### src/hw/rtl/irpwd_pkg.sv
// Shared constants, types and window helpers for the infrared pulse-width frame decoder.
// No dependencies; imported by every module of the decoder.
package irpwd_pkg;

    localparam int CODE_BITS_DEF = 12;
    localparam int DUR_W         = 16;
    localparam int CODE_W        = 12;
    localparam int TOL_W         = 7;
    localparam int EXC_W         = 10;
    localparam int CFG_IDX_W     = 8;
    localparam int CFG_DATA_W    = 16;
    localparam int NOM_W         = 13;
    localparam int PCT_W         = 8;
    localparam int BOUND_W       = 21;
    localparam int SCALED_W      = 23;
    localparam int IN_TDATA_W    = ((DUR_W + 7) / 8) * 8;
    localparam int OUT_TDATA_W   = ((CODE_W + 7) / 8) * 8;

    localparam logic [NOM_W-1:0] HDR_MARK_US   = 13'd4000;
    localparam logic [NOM_W-1:0] HDR_SPACE_US  = 13'd4000;
    localparam logic [NOM_W-1:0] BIT_MARK_US   = 13'd500;
    localparam logic [NOM_W-1:0] ONE_SPACE_US  = 13'd2000;
    localparam logic [NOM_W-1:0] ZERO_SPACE_US = 13'd1000;

    localparam logic [PCT_W-1:0] PCT_FULL = 8'd100;

    localparam logic [CFG_IDX_W-1:0] REG_TOLERANCE   = 8'd0;
    localparam logic [CFG_IDX_W-1:0] REG_MARK_EXCESS = 8'd1;

    localparam logic [TOL_W-1:0] TOL_RESET = 7'd25;
    localparam logic [EXC_W-1:0] EXC_RESET = 10'd100;

    typedef struct packed {
        logic [BOUND_W-1:0] lo;
        logic [BOUND_W-1:0] hi;
    } t_window;

    typedef struct packed {
        t_window hdr_mark;
        t_window hdr_space;
        t_window bit_mark;
        t_window one_space;
        t_window zero_space;
    } t_bounds;

    typedef struct packed {
        logic hdr_mark;
        logic hdr_space;
        logic bit_mark;
        logic one_space;
        logic zero_space;
    } t_match;

    function automatic logic [NOM_W-1:0] mark_nominal(input logic [NOM_W-1:0] nom,
                                                      input logic [EXC_W-1:0] excess);
        return nom + NOM_W'(excess);
    endfunction

    function automatic logic [NOM_W-1:0] space_nominal(input logic [NOM_W-1:0] nom,
                                                       input logic [EXC_W-1:0] excess);
        return (nom > NOM_W'(excess)) ? (nom - NOM_W'(excess)) : '0;
    endfunction

    function automatic t_window window_of(input logic [NOM_W-1:0] nom,
                                          input logic [PCT_W-1:0] lo_pct,
                                          input logic [PCT_W-1:0] hi_pct);
        t_window w;
        w.lo = BOUND_W'(nom) * BOUND_W'(lo_pct);
        w.hi = BOUND_W'(nom) * BOUND_W'(hi_pct);
        return w;
    endfunction

    function automatic logic in_window(input logic [SCALED_W-1:0] scaled,
                                       input t_window w);
        return (scaled >= SCALED_W'(w.lo)) && (scaled <= SCALED_W'(w.hi));
    endfunction

endpackage

### src/hw/rtl/irpwd_cfg.sv
// Configuration registers and registered acceptance windows for every nominal duration.
// Depends on irpwd_pkg.
module irpwd_cfg (
    input  logic                           i_clk,
    input  logic                           i_rst_n,
    input  logic                           i_cfg_valid,
    input  logic [irpwd_pkg::CFG_IDX_W-1:0]  i_cfg_index,
    input  logic [irpwd_pkg::CFG_DATA_W-1:0] i_cfg_data,
    output irpwd_pkg::t_bounds             o_bounds
);
    import irpwd_pkg::*;

    logic [TOL_W-1:0] r_tol;
    logic [EXC_W-1:0] r_excess;
    t_bounds          r_bounds;
    t_bounds          n_bounds;
    logic [PCT_W-1:0] lo_pct;
    logic [PCT_W-1:0] hi_pct;

    always_ff @(posedge i_clk) begin
        if (!i_rst_n) begin
            r_tol    <= TOL_RESET;
            r_excess <= EXC_RESET;
        end else if (i_cfg_valid) begin
            unique case (i_cfg_index)
                REG_TOLERANCE:   r_tol    <= i_cfg_data[TOL_W-1:0];
                REG_MARK_EXCESS: r_excess <= i_cfg_data[EXC_W-1:0];
                default: ;
            endcase
        end
    end

    always_comb begin
        lo_pct = (PCT_W'(r_tol) >= PCT_FULL) ? '0 : (PCT_FULL - PCT_W'(r_tol));
        hi_pct = PCT_FULL + PCT_W'(r_tol);
        n_bounds.hdr_mark   = window_of(mark_nominal(HDR_MARK_US, r_excess), lo_pct, hi_pct);
        n_bounds.hdr_space  = window_of(space_nominal(HDR_SPACE_US, r_excess), lo_pct, hi_pct);
        n_bounds.bit_mark   = window_of(mark_nominal(BIT_MARK_US, r_excess), lo_pct, hi_pct);
        n_bounds.one_space  = window_of(space_nominal(ONE_SPACE_US, r_excess), lo_pct, hi_pct);
        n_bounds.zero_space = window_of(space_nominal(ZERO_SPACE_US, r_excess), lo_pct, hi_pct);
    end

    always_ff @(posedge i_clk) begin
        r_bounds <= n_bounds;
    end

    assign o_bounds = r_bounds;

endmodule

### src/hw/rtl/irpwd_decode.sv
// Input register, frame position/shift state and result register of the decoder.
// Depends on irpwd_pkg; windows come from irpwd_cfg.
module irpwd_decode #(
    parameter int CODE_BITS = irpwd_pkg::CODE_BITS_DEF
) (
    input  logic                        i_clk,
    input  logic                        i_rst_n,
    input  irpwd_pkg::t_bounds          i_bounds,
    input  logic                        i_in_valid,
    output logic                        o_in_ready,
    input  logic [irpwd_pkg::DUR_W-1:0] i_duration,
    input  logic                        i_last,
    output logic                        o_out_valid,
    input  logic                        i_out_ready,
    output logic                        o_frame_valid,
    output logic [irpwd_pkg::CODE_W-1:0] o_code
);
    import irpwd_pkg::*;

    localparam int FRAME_LAST = 2 + 4 * CODE_BITS;
    localparam int PW         = $clog2(FRAME_LAST + 2);
    localparam int SW         = PW - 1;

    logic                 r_s1_valid;
    logic                 r_s1_last;
    logic [SCALED_W-1:0]  r_s1_scaled;
    logic [PW-1:0]        r_pos;
    logic [CODE_BITS-1:0] r_shift;
    logic                 r_failed;
    logic                 r_out_valid;
    logic                 r_out_frame_valid;
    logic [CODE_W-1:0]    r_out_code;

    logic                 advance;
    logic                 in_accept;
    t_match               hit;
    logic [PW-1:0]        off;
    logic [SW-1:0]        slot;
    logic [SW-1:0]        shamt;
    logic [CODE_BITS-1:0] ref_vec;
    logic                 bit_val;
    logic [PW-1:0]        n_pos;
    logic [CODE_BITS-1:0] n_shift;
    logic                 n_failed;
    logic                 frame_ok;

    assign advance    = r_s1_valid && !(r_s1_last && r_out_valid && !i_out_ready);
    assign o_in_ready = !r_s1_valid || advance;
    assign in_accept  = i_in_valid && o_in_ready;

    always_comb begin
        hit.hdr_mark   = in_window(r_s1_scaled, i_bounds.hdr_mark);
        hit.hdr_space  = in_window(r_s1_scaled, i_bounds.hdr_space);
        hit.bit_mark   = in_window(r_s1_scaled, i_bounds.bit_mark);
        hit.one_space  = in_window(r_s1_scaled, i_bounds.one_space);
        hit.zero_space = in_window(r_s1_scaled, i_bounds.zero_space);
    end

    always_comb begin
        off      = r_pos - PW'(3);
        slot     = off[PW-1:1];
        shamt    = SW'(2 * CODE_BITS - 1) - slot;
        ref_vec  = r_shift >> shamt;
        bit_val  = hit.one_space;
        n_shift  = r_shift;
        n_failed = r_failed;
        if (r_pos >= PW'(1) && r_pos <= PW'(FRAME_LAST) && !r_failed) begin
            if (r_pos == PW'(1)) begin
                n_failed = !hit.hdr_mark;
            end else if (r_pos == PW'(2)) begin
                n_failed = !hit.hdr_space;
            end else if (!off[0]) begin
                n_failed = !hit.bit_mark;
            end else if (!hit.one_space && !hit.zero_space) begin
                n_failed = 1'b1;
            end else if (slot < SW'(CODE_BITS)) begin
                n_shift = (r_shift << 1) | CODE_BITS'(bit_val);
            end else begin
                n_failed = (bit_val == ref_vec[0]);
            end
        end
        n_pos    = (r_pos <= PW'(FRAME_LAST)) ? (r_pos + PW'(1)) : r_pos;
        frame_ok = !n_failed && (r_pos >= PW'(FRAME_LAST));
    end

    always_ff @(posedge i_clk) begin
        if (!i_rst_n) begin
            r_s1_valid <= 1'b0;
        end else if (in_accept) begin
            r_s1_valid <= 1'b1;
        end else if (advance) begin
            r_s1_valid <= 1'b0;
        end
    end

    always_ff @(posedge i_clk) begin
        if (in_accept) begin
            r_s1_last   <= i_last;
            r_s1_scaled <= SCALED_W'(i_duration) * SCALED_W'(100);
        end
    end

    always_ff @(posedge i_clk) begin
        if (!i_rst_n) begin
            r_pos    <= '0;
            r_shift  <= '0;
            r_failed <= 1'b0;
        end else if (advance) begin
            if (r_s1_last) begin
                r_pos    <= '0;
                r_shift  <= '0;
                r_failed <= 1'b0;
            end else begin
                r_pos    <= n_pos;
                r_shift  <= n_shift;
                r_failed <= n_failed;
            end
        end
    end

    always_ff @(posedge i_clk) begin
        if (!i_rst_n) begin
            r_out_valid <= 1'b0;
        end else if (advance && r_s1_last) begin
            r_out_valid <= 1'b1;
        end else if (i_out_ready) begin
            r_out_valid <= 1'b0;
        end
    end

    always_ff @(posedge i_clk) begin
        if (advance && r_s1_last) begin
            r_out_frame_valid <= frame_ok;
            r_out_code        <= frame_ok ? CODE_W'(n_shift) : '0;
        end
    end

    assign o_out_valid   = r_out_valid;
    assign o_frame_valid = r_out_frame_valid;
    assign o_code        = r_out_code;

endmodule

### src/hw/rtl/ir_pulse_width_frame_decoder_core.sv
// Top level of the infrared pulse-width frame decoder: stream ports and configuration port.
// Depends on irpwd_pkg, irpwd_cfg and irpwd_decode.
//
// Feed captured mark/space durations in microseconds, one item per cycle, with tlast on
// the final duration of a frame. The first duration is the leading gap; then come a header
// mark and space, CODE_BITS data bits (mark plus long or short space, MSB first) and the
// same bits inverted. One result item follows each tlast: tuser is the frame-valid flag and
// tdata the code (zero when invalid). Throughput is one item per cycle; each result passes through
// the input register and then the result register. The input stalls only while a final
// duration waits behind a result that has not been taken.
// Configuration writes take effect for items accepted from the next cycle on.
module ir_pulse_width_frame_decoder_core #(
    parameter int CODE_BITS = irpwd_pkg::CODE_BITS_DEF
) (
    input  logic                               i_clk,
    input  logic                               i_rst_n,
    input  logic                               s_axis_tvalid,
    output logic                               s_axis_tready,
    input  logic [irpwd_pkg::IN_TDATA_W-1:0]   s_axis_tdata,   // [15:0] duration
    input  logic                               s_axis_tlast,
    output logic                               m_axis_tvalid,
    input  logic                               m_axis_tready,
    output logic [irpwd_pkg::OUT_TDATA_W-1:0]  m_axis_tdata,   // [11:0] code, rest zero
    output logic                               m_axis_tuser,   // [0] frame_valid
    input  logic                               i_cfg_valid,
    output logic                               o_cfg_ready,
    input  logic [irpwd_pkg::CFG_IDX_W-1:0]    i_cfg_index,
    input  logic [irpwd_pkg::CFG_DATA_W-1:0]   i_cfg_data
);
    import irpwd_pkg::*;

    t_bounds            bounds;
    logic [CODE_W-1:0]  code;

    assign o_cfg_ready = 1'b1;

    irpwd_cfg u_cfg (
        .i_clk       (i_clk),
        .i_rst_n     (i_rst_n),
        .i_cfg_valid (i_cfg_valid && o_cfg_ready),
        .i_cfg_index (i_cfg_index),
        .i_cfg_data  (i_cfg_data),
        .o_bounds    (bounds)
    );

    irpwd_decode #(
        .CODE_BITS (CODE_BITS)
    ) u_decode (
        .i_clk         (i_clk),
        .i_rst_n       (i_rst_n),
        .i_bounds      (bounds),
        .i_in_valid    (s_axis_tvalid),
        .o_in_ready    (s_axis_tready),
        .i_duration    (s_axis_tdata[DUR_W-1:0]),
        .i_last        (s_axis_tlast),
        .o_out_valid   (m_axis_tvalid),
        .i_out_ready   (m_axis_tready),
        .o_frame_valid (m_axis_tuser),
        .o_code        (code)
    );

    assign m_axis_tdata = OUT_TDATA_W'(code);

    a_invalid_zero_code: assert property (@(posedge i_clk) disable iff (!i_rst_n)
        (m_axis_tvalid && !m_axis_tuser) |-> (code == '0))
        else $error("invalid frame result carries a nonzero code");

    a_stall_only_on_backpressure: assert property (@(posedge i_clk) disable iff (!i_rst_n)
        !s_axis_tready |-> (m_axis_tvalid && !m_axis_tready))
        else $error("input stalled without a blocked result");

    a_result_held: assert property (@(posedge i_clk) disable iff (!i_rst_n)
        (m_axis_tvalid && !m_axis_tready) |=>
            (m_axis_tvalid && $stable(m_axis_tdata) && $stable(m_axis_tuser)))
        else $error("blocked result changed before it was taken");

endmodule
### config.mk
export PLATFORM = sky130hd
export DESIGN_NAME = ir_pulse_width_frame_decoder_core
export DESIGN_NICKNAME = d
export VERILOG_FILES = /design/src/hw/rtl/irpwd_pkg.sv /design/src/hw/rtl/irpwd_cfg.sv /design/src/hw/rtl/irpwd_decode.sv /design/src/hw/rtl/ir_pulse_width_frame_decoder_core.sv
export SDC_FILE = /design/constraint.sdc
export NUM_CORES = 2
export LEC_CHECK = 0
export ABC_AREA = 1
export BUFFER_PORTS_ARGS = -buffer_cell sky130_fd_sc_hd__buf_4
export CORE_ASPECT_RATIO = 0.6
export CORE_UTILIZATION = 51
export DETAILED_ROUTE_END_ITERATION = 16
export PLACE_DENSITY = 0.67
export SETUP_SLACK_MARGIN = 0.5
export SLEW_MARGIN = 10
export SYNTH_ARGS = -nofsm -noshare
export SYNTH_HDL_FRONTEND = slang
export SYNTH_SLANG_ARGS = --single-unit
### constraint.sdc
create_clock -name i_clk -period 16.2 [get_ports i_clk]
set_input_delay 4.86 -clock i_clk [delete_from_list [all_inputs] [get_ports i_clk]]
set_output_delay 4.86 -clock i_clk [all_outputs]
set_load 0.01 [all_outputs]
Yosys cells after proc, flatten, opt, wreduce, memory -nomap -nowiden

Index checks and enable logic that the tools add are counted.

Bits in registers: 283
Input port bits: 46
Output and inout port bits: 20
Logic and storage cells: 118

Add/subtract/negate cells: 10
Multiply operators: 11
Order comparisons: 16
Equality and inequality tests: 4
Shifts and indexed selects: 1
Multiplexer cells: 22
Bitwise operators: 1
Reductions and logical operators: 32

Operator list:

| cell                     | number |
|---|---|
| $mul A13 B8 Y21          | 10 |
| $ge A23 B21 Y1           | 5 |
| $le A23 B21 Y1           | 5 |
| $mux W12                 | 7 |
| $mul A16 B5 Y21 const B  | 1 |
| $logic_and A1 B1 Y1      | 14 |
| $add A12 B10 Y13 const A | 1 |
| $mux W13                 | 1 |
| $sub A12 B10 Y13 const A | 1 |
| $mux W6                  | 2 |
| $or A12 B1 Y12           | 1 |
| $shr A12 B5 Y1           | 1 |
| $sub A11 B10 Y12 const A | 1 |
| $add A9 B10 Y11 const A  | 1 |
| $mux W1                  | 11 |
| $sub A10 B10 Y11 const A | 1 |
| $gt A10 B10 Y1 const A   | 1 |
| $logic_not A1 Y1         | 10 |
| $add A7 B7 Y8 const A    | 1 |
| $eq A8 B1 Y1 const B     | 1 |
| $logic_not A8 Y1         | 1 |
| $mux W8                  | 1 |
| $sub A7 B7 Y8 const A    | 1 |
| $ge A7 B7 Y1 const B     | 1 |
| 13 further kinds         | 17 |

Depth between registers and ports, before layout

Depth in word-level cells: 12
Gate-level depth with buffers: 34
Depth with buffers taken out: 32

Cells and area by module

From an unflattened synthesis, not the netlist that was laid out.

Cells, all modules: 6081
Area total of the unflattened synthesis: 45287.2 um2

By module, submodules not included:

| module                            | times used | cells an instance | area each (um2) | seq. area each (um2) |
|---|---|---|---|---|
| irpwd_cfg                         | 1          | 4776              | 35954.5         | 4184.0 |
| irpwd_decode                      | 1          | 1298              | 9287.7          | 1471.4 |
| ir_pulse_width_frame_decoder_core | 1          | 7                 | 45.0            | 0.0 |

Worst setup path before layout

Ideal clock, no wire load.

Path type: in2out
From: input m_axis_tready
To: output s_axis_tready
Data arrival time: 5157 ps
Data required time: 11340 ps
Slack: 6183 ps
Cell stages on the path: 2
Buffers on the path: 0
Cell sequence: nor2_1 > nand3_1

Word-level cells in the longest chain between the ends: 5

RTL lines:

| item                | line                                    | RTL |
|---|---|---|
| start: declaration  | ir_pulse_width_frame_decoder_core.sv:22 | `input logic m_axis_tready,` |
| $logic_not A1 Y1    | irpwd_decode.sv:47                      | `assign advance = r_s1_valid && !(r_s1_last && r_out_valid && !i_out_ready);` |
| $logic_and A1 B1 Y1 | irpwd_decode.sv:47                      |  |
| $logic_not A1 Y1    | irpwd_decode.sv:47                      |  |
| $logic_and A1 B1 Y1 | irpwd_decode.sv:47                      |  |
| $logic_or A1 B1 Y1  | irpwd_decode.sv:48                      | `assign o_in_ready = !r_s1_valid \|\| advance;` |
| end: declaration    | ir_pulse_width_frame_decoder_core.sv:18 | `output logic s_axis_tready,` |

No other way between the ends.

Worst setup path after layout

Ends and elaborated chain as after synthesis.

==> reports/metrics.yaml <==
status: "finished, final reports clean"
crit_end: "s_axis_tready"
finalNetCount: 6807
cts_root_buffer: "clkbuf_16"
clockPowerShare_pct: 29.2
cts_tree: "built"
yosys-top-cells-area: "fa_1 28%, ha_1 19%, inv_1 11%"
regToRegSetupSlack_ns: 8.05
yosys.area_share.adder_pct: 46.8
initial_core_util_pct: 51.7
ys_types: 56
crit_buf_inv: 2
first_pass_iters: 6
cap_viol_max_count: 0
worst_ep_arrival_time_ns: 5.44
drive_above_1_share_pct: 4.09
io_pins: 66
wl_per_cell_um: 19.4
cp-end-kind: "primary output"
synth_compound_area_share_pct: 7.14
synth_top_area_share_pct: 27.8
cp-startpoint: "m_axis_tready"
ys_warn_count: 0
cp.required_ns: 11.34
viasPerCell: 5.29
syn_inst: 5484
skew_ns: 0.0197
clkSinkCount: 269
ir_worst_vdd_v: 0.0000861
htree_levels: 1
die_x_um: 378
grt_pass1_wl_mm: 203
synth_top_family_by_area: "adder cells"
ff2ff_path_depth: 31
syn_area_per_cell_um2: 7.90
drc: 0
n_fill_cell: 7939
grt_max_degree: 41
post_cts_buffers: 0
clkSlewWorstSetupHoldPaths_ns: 0.06
p_seq_share_pct: 30.3
synth_edf_count: 35
final_core_utilization_pct: 55.0
intPower_mw: 1.55
finalSetupViolations: 0
cp_top_family: "simple AND/OR/NAND/NOR gates"
hold_ws_ns: 0.480
startpoint_type: "input pin"
drt-initial-drc-count: 3212
fmax_ghz: 0.0971
dp_hpwl_mm: 101
hold_path.class: "reg -> reg"
worstPathMaxFanout: 3
cp_num_cells: 4
slew_viol_final: 0
clkLatencyLatePin_ns: 0.63
critical_path_class: "in -> out"
netlist_area_mm2: 0.0433
synth_most_common_cell: "inv_1"
synth-seq-area-share_pct: 13.2
synth-simple-area-share_pct: 16.2
p_per_area_mw_per_mm2: 56.3
synth_common_cells: "1304 x inv_1, 992 x nand2_1, 659 x ha_1"
r2r_end: "u_cfg.o_bounds[14]"
grt_pass1_vias: 34900
combPwrFrac_pct: 40.5
die_area_mm2: 0.0861
muxShareOfSynthArea_pct: 0
synth_top_area_cell: "fa_1"
grtUsageTotal_pct: 30.9
synth-main-ff-cell: "dfxtp_1"
p_leak_nw: 25.4
gp_congestion: 1.04
ctsLongestPathBuffers: 3
vias: 35300
grt_overflow: 0
rsz0062_at_grt: "no"
crit_path_frequent_cell: "buf_4"
cp_slowest_cell: "nor2_1"
period_needed_ns: 10.30
coreArea_mm2: 0.0838
antenna_found_initial: 5
cp_cell_sequence: "buf_4 -> nor2_1 -> nand3_1 -> buf_4"
reg2reg_from: "u_cfg.r_excess[2]"
max_stage_delay_ns: 0.17
p_switching_mw: 1.04
port_buffers: 54
hold_buffers: 0
numCtsBuffers: 31
die_y_um: 228
relSlewSlack_pct: 26.9
area_delta_synth_final_pct: 6.45
drt-total-wl_mm: 130
tightest_slew_ns: 1.09
min_period_over_period_pct: 63.6
drt.antenna.violating_nets: 0
ys_ff_latch: 269
switching_share_pct: 40.2
num_rows: 82
cts_resized: 0
synth_xor_area_share_pct: 3.72
fin_tns_setup_ns: 0
hold_violations: 0
synth-async-reset-ratio_pct: 0
layer usage:
| metal | vias to the layer above | track usage (%) | routed length, µm |
|---|---|---|---|
| met5 | - | 0 | 56 |
| met4 | 8 | 7.59 | 3840 |
| met3 | 185 | 11.7 | 18300 |
| met2 | 1603 | 41.4 | 48500 |
| met1 | 16800 | 46.0 | 58900 |
| li1 | 16600 | - | - |
logic make-up after synthesis:
family,count (synthesis)
flops,269
buf+inv,1464
xor+xnor,183
fa+ha+maj,1260
other cells,2
simple gates,1749
compound gates,557
sequential cells by signal (all words and copies together) (netlist names):
name,count
u_decode.r_pos,6
u_decode.r_s1_scaled,21
u_cfg.r_tol,7
u_decode.o_out_valid,1
u_decode.o_frame_valid,1
u_decode.o_code,12
u_cfg.r_excess,10
u_decode.r_s1_last,1
u_decode.r_failed,1
u_decode.r_s1_valid,1
u_cfg.o_bounds,196
u_decode.r_shift,12
cells in the final DEF, fill, tap and decap left out, drive strengths merged, types with 16 or more instances in the layout:
master / instances
o211ai: 17
dfxtp: 234
xor2: 130
nand2: 998
o21ai: 140
clkbuf: 33
o21a: 16
clkinv: 29
a21oi: 302
buf: 114
a21o: 20
xnor2: 53
nand4: 30
nand3: 102
nor2: 576
fa: 601
edfxtp: 35
nor3: 21
inv: 1321
ha: 659
worst min path at each step:
| stage | depth (start not counted) | start | to |
|---|---|---|---|
| 6_report | 2 | u_decode.r_pos[4] | u_decode.r_pos[5] |
| 3_5_place_dp | 2 | u_decode.r_pos[4] | u_decode.r_pos[5] |
| 3_3_place_gp | 2 | u_decode.r_pos[4] | u_decode.r_pos[5] |
| 4_1_cts | 2 | u_decode.r_pos[4] | u_decode.r_pos[5] |
| 2_1_floorplan | 2 | u_decode.r_pos[4] | u_decode.r_pos[5] |
| 5_1_grt | 2 | u_decode.r_shift[11] | u_decode.r_shift[11] |
through the flow:
step	worst slack [ns]	std cells	cell area, µm²	total power [mW]
3_3_place_gp	5.91	6602	45100	1.80
4_1_cts	5.90	6660	46100	2.59
2_1_floorplan	6.18	5487	43300	1.47
6_report	5.90	6662	46100	2.60
5_1_grt	5.84	6660	46100	2.78
3_5_place_dp	5.90	6602	45100	1.83
tightest hold or removal path: stages, from the launching register on:
cell	delay, ns
dfxtp_1	0.32
nand2_1	0.06
a21oi_1	0.05
layout make-up:
type | count | area, µm² | share of cell area (%)
Timing Repair Buffer | 114 | 856 | 1.86
Sequential cell | 269 | 5740 | 12.4
Inverter | 1331 | 5000 | 10.8
Tap cell | 1134 | 1420 | 3.08
Antenna cell | 2 | 5.00 | 0.0109
Multi-Input combinational cell | 3754 | 32000 | 69.5
Clock inverter | 25 | 267 | 0.578
Clock buffer | 33 | 783 | 1.70
power groups by stage:
| stage | clock network, mW | registers, mW | logic [mW] |
|---|---|---|---|
| global route | 0.798 | 0.794 | 1.19 |
| detailed placement | 0 | 0.803 | 1.03 |
| global placement | 0 | 0.801 | 0.994 |
| CTS | 0.769 | 0.788 | 1.04 |
| floorplan | 0 | 0.816 | 0.650 |
| finish | 0.759 | 0.788 | 1.05 |
Power figures use the tool's default switching activity.
